--- src/rtl/keyed_cache_fifo_lru_top_assert.svh ---
// ----------------------------------------------------------------------------
// Keyed cache assertion macros
// Assertion wrappers for the keyed cache; empty when SYNTH is defined.
// ----------------------------------------------------------------------------
`ifndef KEYED_CACHE_FIFO_LRU_TOP_ASSERT_SVH
`define KEYED_CACHE_FIFO_LRU_TOP_ASSERT_SVH

`ifndef SYNTH
`define KCF_ASSERT(lbl, prop, msg) \
  lbl: assert property (@(posedge clk_i) disable iff (!rst_ni) prop) else $error(msg);
`define KCF_ASSERT_ALWAYS(lbl, prop, msg) \
  lbl: assert property (@(posedge clk_i) prop) else $error(msg);
`else
`define KCF_ASSERT(lbl, prop, msg)
`define KCF_ASSERT_ALWAYS(lbl, prop, msg)
`endif

`endif

--- src/rtl/kcf_pkg.sv ---
// ----------------------------------------------------------------------------
// Keyed cache package
// Sizes, operation and register codes, sequencer states and helpers.
// ----------------------------------------------------------------------------
package kcf_pkg;

  localparam int unsigned ENTRIES   = 16;
  localparam int unsigned IDX_W     = (ENTRIES > 1) ? $clog2(ENTRIES) : 1;
  localparam int unsigned CNT_W     = $clog2(ENTRIES + 1);
  localparam int unsigned CAP_W     = 5;
  localparam int unsigned CMP_W     = (CNT_W > CAP_W) ? CNT_W : CAP_W;
  localparam int unsigned CFG_W     = 5;
  localparam int unsigned REG_IDX_W = 1;

  localparam int unsigned OP_W      = 2;
  localparam int unsigned KEY_W     = 31;
  localparam int unsigned VAL_W     = 32;
  localparam int unsigned IN_BITS   = OP_W + KEY_W + VAL_W;
  localparam int unsigned OUT_BITS  = 1 + VAL_W + 1 + KEY_W;
  localparam int unsigned IN_TDATA_W  = ((IN_BITS + 7) / 8) * 8;
  localparam int unsigned OUT_TDATA_W = ((OUT_BITS + 7) / 8) * 8;

  typedef logic [OP_W-1:0]      op_t;
  typedef logic [REG_IDX_W-1:0] reg_idx_t;

  localparam op_t OP_GET    = 2'd0;
  localparam op_t OP_PUT    = 2'd1;
  localparam op_t OP_REMOVE = 2'd2;
  localparam op_t OP_UNUSED = 2'd3;

  localparam reg_idx_t REG_CAPACITY = 1'b0;
  localparam reg_idx_t REG_MODE     = 1'b1;

  localparam logic [CAP_W-1:0] CAP_RESET  = CAP_W'(16);
  localparam logic             MODE_RESET = 1'b1;

  typedef enum logic [2:0] {
    ST_IDLE,
    ST_SCAN,
    ST_DECIDE,
    ST_RDVAL,
    ST_SWEEP,
    ST_INSERT,
    ST_OUT
  } state_e;

  function automatic logic [CMP_W-1:0] eff_cap(logic [CAP_W-1:0] c);
    logic [CMP_W-1:0] w;
    w = CMP_W'(c);
    if (w == '0) w = CMP_W'(1);
    if (w > CMP_W'(ENTRIES)) w = CMP_W'(ENTRIES);
    return w;
  endfunction

endpackage

--- src/rtl/keyed_cache_fifo_lru_top.sv ---
// ----------------------------------------------------------------------------
// Keyed cache with FIFO or LRU replacement
// Fully associative key to value cache with get, put and remove requests.
// ----------------------------------------------------------------------------
// One request is taken at a time and one result beat leaves for it. Entry keys,
// values and age ranks sit in small memories that a sequencer walks one entry
// per cycle through a single key comparator and a single rank decrementer: a
// lookup pass over all entries, and for an LRU refresh, an eviction or a remove
// that hits a second rank-update pass. Get miss, FIFO put hit, absent remove and
// unused code go from the decision step straight to the result step; a FIFO get
// hit first reads the value, a put without eviction first inserts, an LRU put
// hit or a remove hit first sweeps, an LRU get hit reads then sweeps and an
// evicting put sweeps then inserts. Ready returns in the cycle after the result
// is loaded; a new request is taken while the previous result still waits on
// the output, and the sequencer holds on its result step only while an earlier
// beat has not been taken.
// ----------------------------------------------------------------------------
`include "keyed_cache_fifo_lru_top_assert.svh"

module keyed_cache_fifo_lru_top
  import kcf_pkg::*;
(
  input  logic                   clk_i,
  input  logic                   rst_ni,
  input  logic                   cfg_we_i,
  input  logic [REG_IDX_W-1:0]   cfg_addr_i,
  input  logic [CFG_W-1:0]       cfg_wdata_i,
  input  logic                   s_axis_tvalid,
  output logic                   s_axis_tready,
  input  logic [IN_TDATA_W-1:0]  s_axis_tdata,   // operation, key, put_value
  output logic                   m_axis_tvalid,
  input  logic                   m_axis_tready,
  output logic [OUT_TDATA_W-1:0] m_axis_tdata    // hit, read_value, evicted, evicted_key
);

  state_e state_q, state_d;

  logic [CAP_W-1:0] cap_q;
  logic             mode_q;

  op_t              op_q;
  logic [KEY_W-1:0] key_q;
  logic [VAL_W-1:0] pval_q;

  logic [CNT_W-1:0] cnt_q, cnt_d;
  logic             pvld_q;
  logic [IDX_W-1:0] pidx_q;

  logic [ENTRIES-1:0] valid_q;
  logic [CNT_W-1:0]   occ_q;

  logic             hit_q;
  logic [IDX_W-1:0] sidx_q;
  logic [IDX_W-1:0] srank_q;
  logic             free_found_q;
  logic [IDX_W-1:0] free_idx_q;
  logic             old_found_q;
  logic [IDX_W-1:0] old_idx_q;
  logic [KEY_W-1:0] old_key_q;
  logic [IDX_W-1:0] sweep_rank_q;
  logic             refresh_q;
  logic             ins_pend_q;
  logic             ins_ok_q;
  logic [IDX_W-1:0] ins_idx_q;

  logic [VAL_W-1:0] wk_rd_q;
  logic             wk_ev_q;
  logic [KEY_W-1:0] wk_evk_q;

  logic             out_valid_q;
  logic             out_hit_q;
  logic [VAL_W-1:0] out_rd_q;
  logic             out_ev_q;
  logic [KEY_W-1:0] out_evk_q;

  logic [KEY_W-1:0] key_mem  [ENTRIES];
  logic [VAL_W-1:0] val_mem  [ENTRIES];
  logic [IDX_W-1:0] rank_mem [ENTRIES];
  logic [KEY_W-1:0] key_rd_q;
  logic [VAL_W-1:0] val_rd_q;
  logic [IDX_W-1:0] rank_rd_q;

  logic [IDX_W-1:0] raddr;
  logic [IDX_W-1:0] waddr;
  logic             key_we;
  logic             val_we;
  logic             rank_we;
  logic [IDX_W-1:0] rank_wdata;

  logic             accept;
  logic             out_load;
  logic             evict_c;
  logic             cnt_end;
  logic [CNT_W-1:0] occ_dec;
  logic             sweep_self;
  logic             sweep_dec;

  assign accept        = s_axis_tvalid && s_axis_tready;
  assign s_axis_tready = (state_q == ST_IDLE);
  assign out_load      = (state_q == ST_OUT) && (!out_valid_q || m_axis_tready);
  assign cnt_end       = (cnt_q == CNT_W'(ENTRIES));
  assign evict_c       = (CMP_W'(occ_q) >= eff_cap(cap_q)) && old_found_q;
  assign occ_dec       = occ_q - CNT_W'(1);
  assign sweep_self    = refresh_q && (pidx_q == sidx_q);
  assign sweep_dec     = valid_q[pidx_q] && (rank_rd_q > sweep_rank_q);

  assign m_axis_tvalid = out_valid_q;
  assign m_axis_tdata  = OUT_TDATA_W'({out_evk_q, out_ev_q, out_rd_q, out_hit_q});

  // Next state
  always_comb begin
    state_d = state_q;
    unique case (state_q)
      ST_IDLE:   if (s_axis_tvalid) state_d = ST_SCAN;
      ST_SCAN:   if (cnt_end) state_d = ST_DECIDE;
      ST_DECIDE: begin
        case (op_q)
          OP_GET:    state_d = hit_q ? ST_RDVAL : ST_OUT;
          OP_PUT: begin
            if (hit_q) state_d = mode_q ? ST_SWEEP : ST_OUT;
            else       state_d = evict_c ? ST_SWEEP : ST_INSERT;
          end
          OP_REMOVE: state_d = hit_q ? ST_SWEEP : ST_OUT;
          default:   state_d = ST_OUT;
        endcase
      end
      ST_RDVAL:  state_d = mode_q ? ST_SWEEP : ST_OUT;
      ST_SWEEP:  if (cnt_end) state_d = ins_pend_q ? ST_INSERT : ST_OUT;
      ST_INSERT: state_d = ST_OUT;
      ST_OUT:    if (!out_valid_q || m_axis_tready) state_d = ST_IDLE;
      default:   state_d = ST_IDLE;
    endcase
  end

  // Sequencer outputs: counter and memory port controls
  always_comb begin
    cnt_d      = '0;
    raddr      = cnt_q[IDX_W-1:0];
    waddr      = pidx_q;
    key_we     = 1'b0;
    val_we     = 1'b0;
    rank_we    = 1'b0;
    rank_wdata = rank_rd_q - IDX_W'(1);
    unique case (state_q)
      ST_SCAN: begin
        cnt_d = cnt_end ? '0 : cnt_q + CNT_W'(1);
      end
      ST_DECIDE: begin
        raddr = sidx_q;
        waddr = sidx_q;
        val_we = (op_q == OP_PUT) && hit_q;
      end
      ST_SWEEP: begin
        cnt_d = cnt_end ? '0 : cnt_q + CNT_W'(1);
        if (pvld_q && sweep_self) begin
          rank_we    = 1'b1;
          rank_wdata = occ_dec[IDX_W-1:0];
        end else if (pvld_q && sweep_dec) begin
          rank_we = 1'b1;
        end
      end
      ST_INSERT: begin
        waddr      = ins_idx_q;
        key_we     = ins_ok_q;
        val_we     = ins_ok_q;
        rank_we    = ins_ok_q;
        rank_wdata = occ_q[IDX_W-1:0];
      end
      default: ;
    endcase
  end

  always_ff @(posedge clk_i) begin
    if (key_we) key_mem[waddr] <= key_q;
    key_rd_q <= key_mem[raddr];
  end

  always_ff @(posedge clk_i) begin
    if (val_we) val_mem[waddr] <= pval_q;
    val_rd_q <= val_mem[raddr];
  end

  always_ff @(posedge clk_i) begin
    if (rank_we) rank_mem[waddr] <= rank_wdata;
    rank_rd_q <= rank_mem[raddr];
  end

  // Request payload and per-entry captures
  always_ff @(posedge clk_i) begin
    if (accept) begin
      op_q   <= s_axis_tdata[OP_W-1:0];
      key_q  <= s_axis_tdata[OP_W +: KEY_W];
      pval_q <= s_axis_tdata[OP_W + KEY_W +: VAL_W];
    end
    pidx_q <= cnt_q[IDX_W-1:0];
    if (state_q == ST_SCAN && pvld_q) begin
      if (valid_q[pidx_q] && key_rd_q == key_q && !hit_q) begin
        sidx_q  <= pidx_q;
        srank_q <= rank_rd_q;
      end
      if (!valid_q[pidx_q] && !free_found_q) free_idx_q <= pidx_q;
      if (valid_q[pidx_q] && rank_rd_q == '0 && !old_found_q) begin
        old_idx_q <= pidx_q;
        old_key_q <= key_rd_q;
      end
    end
    if (state_q == ST_DECIDE) begin
      if (op_q == OP_PUT && !hit_q && evict_c) begin
        sweep_rank_q <= '0;
        ins_idx_q    <= (!free_found_q || old_idx_q < free_idx_q) ? old_idx_q : free_idx_q;
      end else begin
        sweep_rank_q <= srank_q;
        ins_idx_q    <= free_idx_q;
      end
    end
    if (out_load) begin
      out_hit_q <= hit_q;
      out_rd_q  <= wk_rd_q;
      out_ev_q  <= wk_ev_q;
      out_evk_q <= wk_evk_q;
    end
  end

  always_ff @(posedge clk_i or negedge rst_ni) begin
    if (!rst_ni) begin
      state_q      <= ST_IDLE;
      cnt_q        <= '0;
      pvld_q       <= 1'b0;
      cap_q        <= CAP_RESET;
      mode_q       <= MODE_RESET;
      valid_q      <= '0;
      occ_q        <= '0;
      hit_q        <= 1'b0;
      free_found_q <= 1'b0;
      old_found_q  <= 1'b0;
      refresh_q    <= 1'b0;
      ins_pend_q   <= 1'b0;
      ins_ok_q     <= 1'b0;
      wk_rd_q      <= '0;
      wk_ev_q      <= 1'b0;
      wk_evk_q     <= '0;
      out_valid_q  <= 1'b0;
    end else begin
      state_q <= state_d;
      cnt_q   <= cnt_d;
      pvld_q  <= (state_q == ST_SCAN || state_q == ST_SWEEP) && !cnt_end;

      if (cfg_we_i) begin
        unique case (cfg_addr_i)
          REG_CAPACITY: cap_q  <= cfg_wdata_i[CAP_W-1:0];
          REG_MODE:     mode_q <= cfg_wdata_i[0];
          default: ;
        endcase
      end

      if (accept) begin
        hit_q        <= 1'b0;
        free_found_q <= 1'b0;
        old_found_q  <= 1'b0;
        refresh_q    <= 1'b0;
        ins_pend_q   <= 1'b0;
        ins_ok_q     <= 1'b0;
        wk_rd_q      <= '0;
        wk_ev_q      <= 1'b0;
        wk_evk_q     <= '0;
      end

      if (state_q == ST_SCAN && pvld_q) begin
        if (valid_q[pidx_q] && key_rd_q == key_q && op_q != OP_UNUSED) hit_q <= 1'b1;
        if (!valid_q[pidx_q]) free_found_q <= 1'b1;
        if (valid_q[pidx_q] && rank_rd_q == '0) old_found_q <= 1'b1;
      end

      if (state_q == ST_DECIDE) begin
        case (op_q)
          OP_GET, OP_PUT: begin
            if (hit_q) begin
              refresh_q <= mode_q;
            end else if (op_q == OP_PUT) begin
              ins_pend_q <= 1'b1;
              if (evict_c) begin
                ins_ok_q           <= 1'b1;
                wk_ev_q            <= 1'b1;
                wk_evk_q           <= old_key_q;
                valid_q[old_idx_q] <= 1'b0;
                occ_q              <= occ_dec;
              end else begin
                ins_ok_q <= free_found_q;
              end
            end
          end
          OP_REMOVE: begin
            if (hit_q) begin
              valid_q[sidx_q] <= 1'b0;
              occ_q           <= occ_dec;
            end
          end
          default: ;
        endcase
      end

      if (state_q == ST_RDVAL) wk_rd_q <= val_rd_q;

      if (state_q == ST_INSERT && ins_ok_q) begin
        valid_q[ins_idx_q] <= 1'b1;
        occ_q              <= occ_q + CNT_W'(1);
      end

      if (out_load)           out_valid_q <= 1'b1;
      else if (m_axis_tready) out_valid_q <= 1'b0;
    end
  end

  `KCF_ASSERT(a_occ_bound, (occ_q <= CNT_W'(ENTRIES)), "occupancy above entry count")
  `KCF_ASSERT_ALWAYS(a_reset_quiet, (!rst_ni) |=> !m_axis_tvalid, "result beat during reset")
  `KCF_ASSERT(a_occ_matches, ($countones(valid_q) == int'(occ_q)), "occupancy and valid bits differ")
  `KCF_ASSERT(a_hit_valid, (state_q == ST_DECIDE && hit_q) |-> valid_q[sidx_q], "hit on invalid entry")
  `KCF_ASSERT(a_insert_put, (state_q == ST_INSERT) |-> (op_q == OP_PUT && !hit_q), "insert outside put miss")
  `KCF_ASSERT(a_out_from_seq, $rose(out_valid_q) |-> $past(state_q == ST_OUT), "result beat outside output step")

endmodule

--- config.mk ---
export PLATFORM = sky130hd
export DESIGN_NAME = keyed_cache_fifo_lru_top
export DESIGN_NICKNAME = d
export VERILOG_FILES = /design/src/rtl/kcf_pkg.sv /design/src/rtl/keyed_cache_fifo_lru_top.sv
export VERILOG_INCLUDE_DIRS = /design/src /design/src/rtl
export SDC_FILE = /design/constraint.sdc
export NUM_CORES = 1
export LEC_CHECK = 0
export BUFFER_PORTS_ARGS = -buffer_cell sky130_fd_sc_hd__buf_2
export CORE_MARGIN = 1.5
export CORE_UTILIZATION = 60
export DETAILED_ROUTE_END_ITERATION = 16
export GPL_TIMING_DRIVEN = 1
export PLACE_DENSITY_LB_ADDON = 0.2
export SLEW_MARGIN = 10
export SYNTH_ARGS = -nofsm -noshare
export SYNTH_HDL_FRONTEND = slang
export SYNTH_SLANG_ARGS = --single-unit
--- constraint.sdc ---
create_clock -name clk_i -period 10.8 [get_ports clk_i]
set_input_delay 2.16 -clock clk_i [delete_from_list [all_inputs] [get_ports clk_i]]
set_output_delay 2.16 -clock clk_i [all_outputs]
set_load 0.1 [all_outputs]
After elaboration in Yosys (flattened, before gate mapping):

Memory sizes are Yosys's and may differ from the RTL's. A register that Yosys moved wholly into a read port is not among the register bits.
Cells that the tools add are included.

* register bits: 296
* RAM bits: 1072
* input port bits: 83
* output and inout bits: 74
* memories kept: 3

* add/subtract/negate cells: 4
* order comparisons: 11
* eq/ne operators: 20
* multiplexer cells: 95
* bitwise logic cells: 6
* reductions and logical operators: 48

Memories
* val_mem: words 16, width 32, rd ports 1, clocked after Yosys merged registers in 1, write ports 1, line keyed_cache_fifo_lru_top.sv:77 `logic [VAL_W-1:0] val_mem [ENTRIES];`
* key_mem: words 16, width 31, rd ports 1, clocked after Yosys merged registers in 1, write ports 1, line keyed_cache_fifo_lru_top.sv:76 `logic [KEY_W-1:0] key_mem [ENTRIES];`
* rank_mem: words 16, width 4, rd ports 1, clocked after Yosys merged registers in 1, write ports 1, line keyed_cache_fifo_lru_top.sv:78 `logic [IDX_W-1:0] rank_mem [ENTRIES];`

Operators with widths (count)
* $mux 31: 6
* $mux 16: 6
* $mux 32: 2
* $mux 5: 10
* $mux 1: 46
* $and 16x16->16: 2
* $not 16->16: 2
* $pmux 16 s2: 1
* $eq 31x31->1: 1
* $logic_and 1x1->1: 22
* $pmux 3 s7: 1
* $lt 4x5->1 const B: 4
* $mux 4: 4
* $or 16x16->16: 1
* $pmux 4 s2: 2
* $mux 3: 5
* $demux 1 s4: 3
* $ge 4x1->1 const B: 3
* $ne 3x3->1 const B: 4
* $add 5x1->5 const B: 2
* $pmux 5 s2: 1
* $reduce_and 2->1: 5
* $eq 3x3->1 const B: 3
* $pmux 3 s3: 1
* other kinds (29): 47

Logic depth before layout (Yosys ltp):

Gate-level depths: netlist of the first run.

* depth in word-level cells: 13
* gate-level depth with buffers: 12
* gate-level depth less buffers: 10

Worst setup path before layout of the first run:

No wires, ideal clock.

* path kind: reg-to-reg
* from: reg state_q[2]
* to: reg key_q[0], enable pin
* setup time: 421 ps
* data arrival time: 4899 ps
* required time: 10379 ps
* setup slack: 5481 ps
* cell stages (with the launch flop): 7
* path buffers: 3
* cell sequence: dfrtp_1 > clkbuf_1 > buf_2 > nor3_1 > nand2_1 > clkbuf_1 > inv_1

* cells in the longest elaborated chain, start to end: 2

Ends and longest elaborated chain
* start: declaration: line keyed_cache_fifo_lru_top.sv:36 `state_e state_q, state_d;`
* start signal: assignment: line keyed_cache_fifo_lru_top.sv:244 `state_q <= state_d;`
* $logic_not 3->1: line keyed_cache_fifo_lru_top.sv:99 `assign s_axis_tready = (state_q == ST_IDLE);`
* net s_axis_tready: line keyed_cache_fifo_lru_top.sv:29 `output logic s_axis_tready,`
* $logic_and 1x1->1: line keyed_cache_fifo_lru_top.sv:98 `assign accept = s_axis_tvalid && s_axis_tready;`
* net accept: line keyed_cache_fifo_lru_top.sv:90 `logic accept;`
* end signal: assignment: line keyed_cache_fifo_lru_top.sv:192 `key_q <= s_axis_tdata[OP_W +: KEY_W];`
* end: declaration: line keyed_cache_fifo_lru_top.sv:42 `logic [KEY_W-1:0] key_q;`

The timed path passes the listed nets, and every way through them passes these cells.
A chain may end at the register's enable or synchronous reset.

Worst setup path after layout of the first run:

* from: reg state_q[1]
* to: reg val_rd_q[4], read port of val_mem

* cells in the longest elaborated chain, start to end: 2

Ends and longest elaborated chain
* $eq 3x2->1: line keyed_cache_fifo_lru_top.sv:144 `unique case (state_q)`
* $mux 4: line keyed_cache_fifo_lru_top.sv:144
* end: declaration: line keyed_cache_fifo_lru_top.sv:80 `logic [VAL_W-1:0] val_rd_q;`

No other way between the ends.

==> flow_summary.toml, run 1 <==
[grt]
groute.usage.overall = 0.279
grt_pass1_wl_um = 195000
grt_pass1_vias = 31450
overflow = 0
antenna_found_initial = 8
grt_max_degree = 195

[timing]
rsz0062_at_grt = "false"
drv_slew = 0
fin_crit_ps = 4860
hold_viol_final = 0
slew-limit-headroom = 0.236
fmax_ghz = 0.206
min_period_over_period = 0.450
tightest_slew_ps = 1150
finalSetupViolCount = 0
setup_tns_ps = 0
fin_skew_ps = 25.9

[cells_and_area]
drive_above_1_share = 0.114
num-nets-final = 4241
area_growth_pct = 11.9
n_fill_cell = 6190
fin_util = 0.677
diodes = 0
layout_common_cells = "edfxtp_1 (1257), nand2_1 (1094), nand3_1 (447), mux2i_1 (205), clkbuf_16 (152)"
final_common_cell = "edfxtp_1"

[flow_run]
cap_viol_max_count = 0

[clock_network]
postCtsSetupRepairBufs = 0
cts.sink_count = 1435
cts_hold_buffers = 0
root_buffer = "clkbuf_16"
htreeDepth = 4
clockBufferDepth = 3
clk_latency_ps = 740
cts_buffers = 142
cts_resized = 0
cts_tree = "done"
clkTransAtPathRegs_ps = 60

[pwr]
ir_drop_mv = 0.226
p_leak_nw = 23.0
power_density_nw_per_um2 = 261

[route]
drc = 0
drt-initial-drc-count = 4136
wirelength_um = 131000
firstDrtPassIters = 6
vias = 33137
post_drt_wl_per_cell_um = 24.1
viasPerCell = 6.09
ant_nets = 0

[critical_path]
path_max_fanout = 75
worstSetupEndpoint = "val_rd_q[4]"
crit_path_start_kind = "register"
reg2reg_slack_ps = 5940
r2r-start = "state_q[1]"
cp_data_arrival_time_ps = 5400
cp-startpoint = "state_q[1]"
crit_path_end_kind = "register"
reg2reg_depth = 10
r2r-end = "val_rd_q[4]"
crit_required_ps = 11340
crit_type = "reg -> reg"

[die]
start_util = 0.605
fp.dieW_um = 307
die_height_um = 307
dieArea_sq_um = 94300
ioPinCount = 157
rows = 111
core_area_sq_um = 91700

[placed_design]
io_buffer_count = 142
dpl.hpwl_um = 68600
gp_congestion = 0.857

[yosys]
postSynthAreaPerCell_sq_um = 13.8
synth_top_area_frac = 0.680
async_reset_ff_frac = 0.0746
ys_warn_count = 0
netlist_instances = 4021
ys_ff_latch = 1435
seq_area_frac_synth = 0.754
synth-edff-count = 1257
synth_cell_type_count = 63
dominantRegCellSynth = "edfxtp_1"
yosys-top-cells-area = "edfxtp_1 (68%), nand2_1 (7.4%), dfrtp_1 (4.7%)"
yosysTopAreaCell = "edfxtp_1"
syn-cell-area_sq_um = 55500

[worst_hold_path]
holdPathStages = 2
worst_hold_path_type = "reg -> reg"

[status]
status = "finished, final reports clean"
worst min-delay path by stage:
| stage | start | to |
|---|---|---|
| 3_5_place_dp | val_rd_q[29] | wk_rd_q[29] |
| 4_1_cts | val_rd_q[29] | wk_rd_q[29] |
| 2_1_floorplan | cnt_q[1] | pidx_q[1] |
| 6_report | val_rd_q[29] | wk_rd_q[29] |
| 5_1_grt | val_rd_q[20] | wk_rd_q[20] |
| 3_3_place_gp | val_rd_q[4] | wk_rd_q[4] |
report_power, final:
| group | total [W] | internal [W] | leakage [nW] | switching (W) |
|---|---|---|---|---|
| Clock | 0.00491 | 0.00289 | 2.29 | 0.00202 |
| Combinational | 0.00413 | 0.00115 | 7.34 | 0.00299 |
| Sequential | 0.00717 | 0.00669 | 13.4 | 0.000474 |
metrics by stage:
step / hold WS (ps) / instance area [sq um] / instances / total power [W] / setup slack [ps]
6_report: 415 / 62100 / 5441 / 0.0162 / 5940
5_1_grt: 437 / 62100 / 5441 / 0.0169 / 5630
4_1_cts: 416 / 62100 / 5441 / 0.0162 / 5970
3_5_place_dp: 407 / 57400 / 5178 / 0.0114 / 5970
3_3_place_gp: 405 / 57400 / 5178 / 0.0113 / 6020
2_1_floorplan: 391 / 55500 / 4027 / 0.0102 / 5480
cells by family after synthesis:
kind of cell / after synthesis / synth area share
and+or+nand+nor: 1730 / 0.132
DFF: 1435 / 0.754
AOI/OAI and AO/OA: 296 / 0.0376
buffers and inverters: 269 / 0.0223
muxes: 223 / 0.0416
xor gates and xnor gates: 45 / 0.00710
adders and majority gates: 22 / 0.00496
other: 1 / 0.0000676
flip-flops by register name, summed over array words and instances (netlist names), 5 cells and up:
register	count
val_mem	512
key_mem	496
rank_mem	64
out_rd_q	32
pval_q	32
val_rd_q	32
wk_rd_q	32
key_q	31
key_rd_q	31
old_key_q	31
out_evk_q	31
wk_evk_q	31
valid_q	16
cap_q	5
cnt_q	5
occ_q	5
synthesized netlist by cell type, types with 21 or more instances:
master and number:
buf_4 24, edfxtp_1 1257, inv_1 22, dfxtp_1 71
buf_2 87, a32oi_1 67, nand2b_1 21, nand3_1 447
xor2_1 25, o221ai_1 69, clkbuf_1 116, ha_1 22
nand2_1 1097, o21ai_0 110, mux2i_1 206, dfrtp_1 105
nor3_1 40, nor2_1 65
per-layer routing:
| metal | wire, um | global-route usage |
|---|---|---|
| met5 | 13 | 0 |
| met4 | 2970 | 0.0816 |
| met3 | 14300 | 0.0618 |
| met2 | 58900 | 0.418 |
| met1 | 55200 | 0.416 |
critical path: stages (launching register included):
cell      delay, ps
dfrtp_1         820
inv_2           130
or3_4           430
clkinv_2        310
mux2i_4         400
buf_4           770
buf_4           840
mux2i_1         270
mux2i_1         100
a32oi_1         240
o221ai_1        220
cell type report:
type	count	area [sq um]	share of cell area
Inverter	24	93.8	0.00151
Sequential cell	1435	41800	0.674
Clock buffer	200	4060	0.0654
Clock inverter	63	604	0.00973
Timing Repair Buffer	210	1260	0.0203
Tap cell	1186	1480	0.0239
Multi-Input combinational cell	2323	12700	0.205
Note: power is estimated with default switching activity, not from simulation.
==> run 2: changes to the inputs <==
==> constraint.sdc (replaced) <==
create_clock -name clk_i -period 4.7 [get_ports clk_i]
set_input_delay 0.94 -clock clk_i [delete_from_list [all_inputs] [get_ports clk_i]]
set_output_delay 0.94 -clock clk_i [all_outputs]
set_load 0.1 [all_outputs]
==> run 2 against run 1 <==
Against the previous run: cell area up 1.2%; via count increased by 0.43%; die area is the same; combinational power is 140% higher; critical endpoint is now key_mem[6][19].
==> flow_summary.toml, run 2 (same netlist as run 1, synthesis figures left out) <==
[timing]
finalSetupViolCount = 0
rsz0062_at_grt = "false"
tightest_slew_ps = 1170
min_period_over_period = 0.850
fmax_ghz = 0.250
whs_ps = 282
slew-limit-headroom = 0.222
fin_crit_ps = 3990
hold_viol_final = 0
timing.final.ws_setup_ps = 705
setup_tns_ps = 0
drv_slew = 0
fin_skew_ps = 26.3

[critical_path]
crit_type = "reg -> reg"
reg2reg_slack_ps = 710
crit_required_ps = 5070
cp_data_arrival_time_ps = 4370
crit_path_end_kind = "register"
slowest_stage = "o311ai_0"
path_cells = "o311ai_0 > nand2b_1 > or2_0 > nor2_4 > buf_4"
crit_path_start_kind = "register"
path_max_fanout = 25
max_stage_delay_ps = 920

[route]
drt-initial-drc-count = 4046
ant_nets = 0
drc = 0
wirelength_um = 130000
vias = 33281
firstDrtPassIters = 6
viasPerCell = 6.08
post_drt_wl_per_cell_um = 23.8

[pwr]
ir_drop_mv = 0.431
p_leak_nw = 23.4
power_density_nw_per_um2 = 603

[grt]
antenna_found_initial = 6
overflow = 0
grt_pass1_vias = 31777
grt_max_degree = 105
groute.usage.overall = 0.278
grt_pass1_wl_um = 194000

[placed_design]
dpl.hpwl_um = 72300
io_buffer_count = 142
place_area_sq_um = 58000
gp_congestion = 0.858
dp_slack_ps = 822

[worst_hold_path]
worst_hold_path_type = "in -> async"

[cells_and_area]
largest_register_ffs = 512
num-nets-final = 4276
reg_top3 = "val_mem: 512 flops, key_mem: 496 flops, rank_mem: 64 flops"
regMostFlops = "val_mem"
drive_above_1_share = 0.123
fin_area_sq_um = 62800
diodes = 0
layout_common_cells = "edfxtp_1 (1257), nand2_1 (1093), nand3_1 (447), mux2i_1 (205), clkbuf_16 (150)"
final_common_cell = "edfxtp_1"
area_growth_pct = 13.2

[clock_network]
cts_tree = "done"
htreeDepth = 4
root_buffer = "clkbuf_16"
cts.sink_count = 1435
cts_resized = 0
cts_buffers = 142
clkTransAtPathRegs_ps = 60
clk_latency_ps = 740
clockBufferDepth = 3
cts_hold_buffers = 0
postCtsSetupRepairBufs = 0

[status]
status = "finished, final reports clean"

[die]
dieArea_sq_um = 94300
core_area_sq_um = 91700
die_height_um = 307
fp.dieW_um = 307
start_util = 0.605
ioPinCount = 157
rows = 111

[flow_run]
cap_viol_max_count = 0
## run 2: changes by cell type in the layout (fill, tap and decap cells not counted), moves of 2 or more
cell,delta
buf_12,+24
buf_4,+11
clkinv_2,-10
clkbuf_1,-6
clkbuf_8,+6
bufinv_16,+5
clkinv_1,+3
clkbuf_16,-2
clkinvlp_4,+2
inv_6,+2
## run 2: cell type report
cell class	count	area (sq um)
Clock buffer	198	4070
Clock inverter	64	739
Fill cell	6132	28800
Inverter	24	93.8
Multi-Input combinational cell	2323	12800
Sequential cell	1435	41800
Tap cell	1186	1480
Timing Repair Buffer	245	1820
## run 2: worst paths after layout
check,start,endpoint,depth (start not counted)
worst max-delay path,state_q[2],key_mem[6][19],5
worst min-delay path,rst_ni,wk_rd_q[22],1
min in group clk_i,s_axis_tdata[52],pval_q[19],1
max in group asynchronous,rst_ni,wk_evk_q[6],2
worst min register to register,val_rd_q[26],wk_rd_q[26],2
worst max register to register,state_q[2],key_mem[6][19],5
## run 2: per-layer routing
| layer | part of all wire | track usage | vias to the layer above |
|---|---|---|---|
| met2 | 0.45 | 0.412 | 1634 |
| met4 | 0.021 | 0.0782 | 2 |
| met3 | 0.11 | 0.0637 | 198 |
| li1 | - | - | 14964 |
| met5 | 0.000054 | 0 | - |
| met1 | 0.42 | 0.418 | 16483 |
## run 2: worst max-delay path, delay by kind of cell, from the launching register on
kind	cells	cell delay [ps]
AO/OA/AOI/OAI	1	920
buffers and inverters	1	450
flip-flops	1	640
AND/OR/NAND/NOR	3	1630
## run 2: metrics by stage
stage | instances | total power (W) | util
5_1_grt | 5475 | 0.0394 | 0.685
3_3_place_gp | 5212 | 0.0262 | 0.633
4_1_cts | 5474 | 0.0379 | 0.685
3_5_place_dp | 5212 | 0.0264 | 0.633
6_report | 5475 | 0.0379 | 0.685
2_1_floorplan | 4027 | 0.0234 | -
## run 2: report_power, final
part / internal [W] / total (W) / switching, W
sequential: 0.0154 / 0.0165 / 0.00112
clock: 0.00694 / 0.0116 / 0.00461
combinational: 0.00287 / 0.00985 / 0.00698
total: 0.0252 / 0.0379 / 0.0127
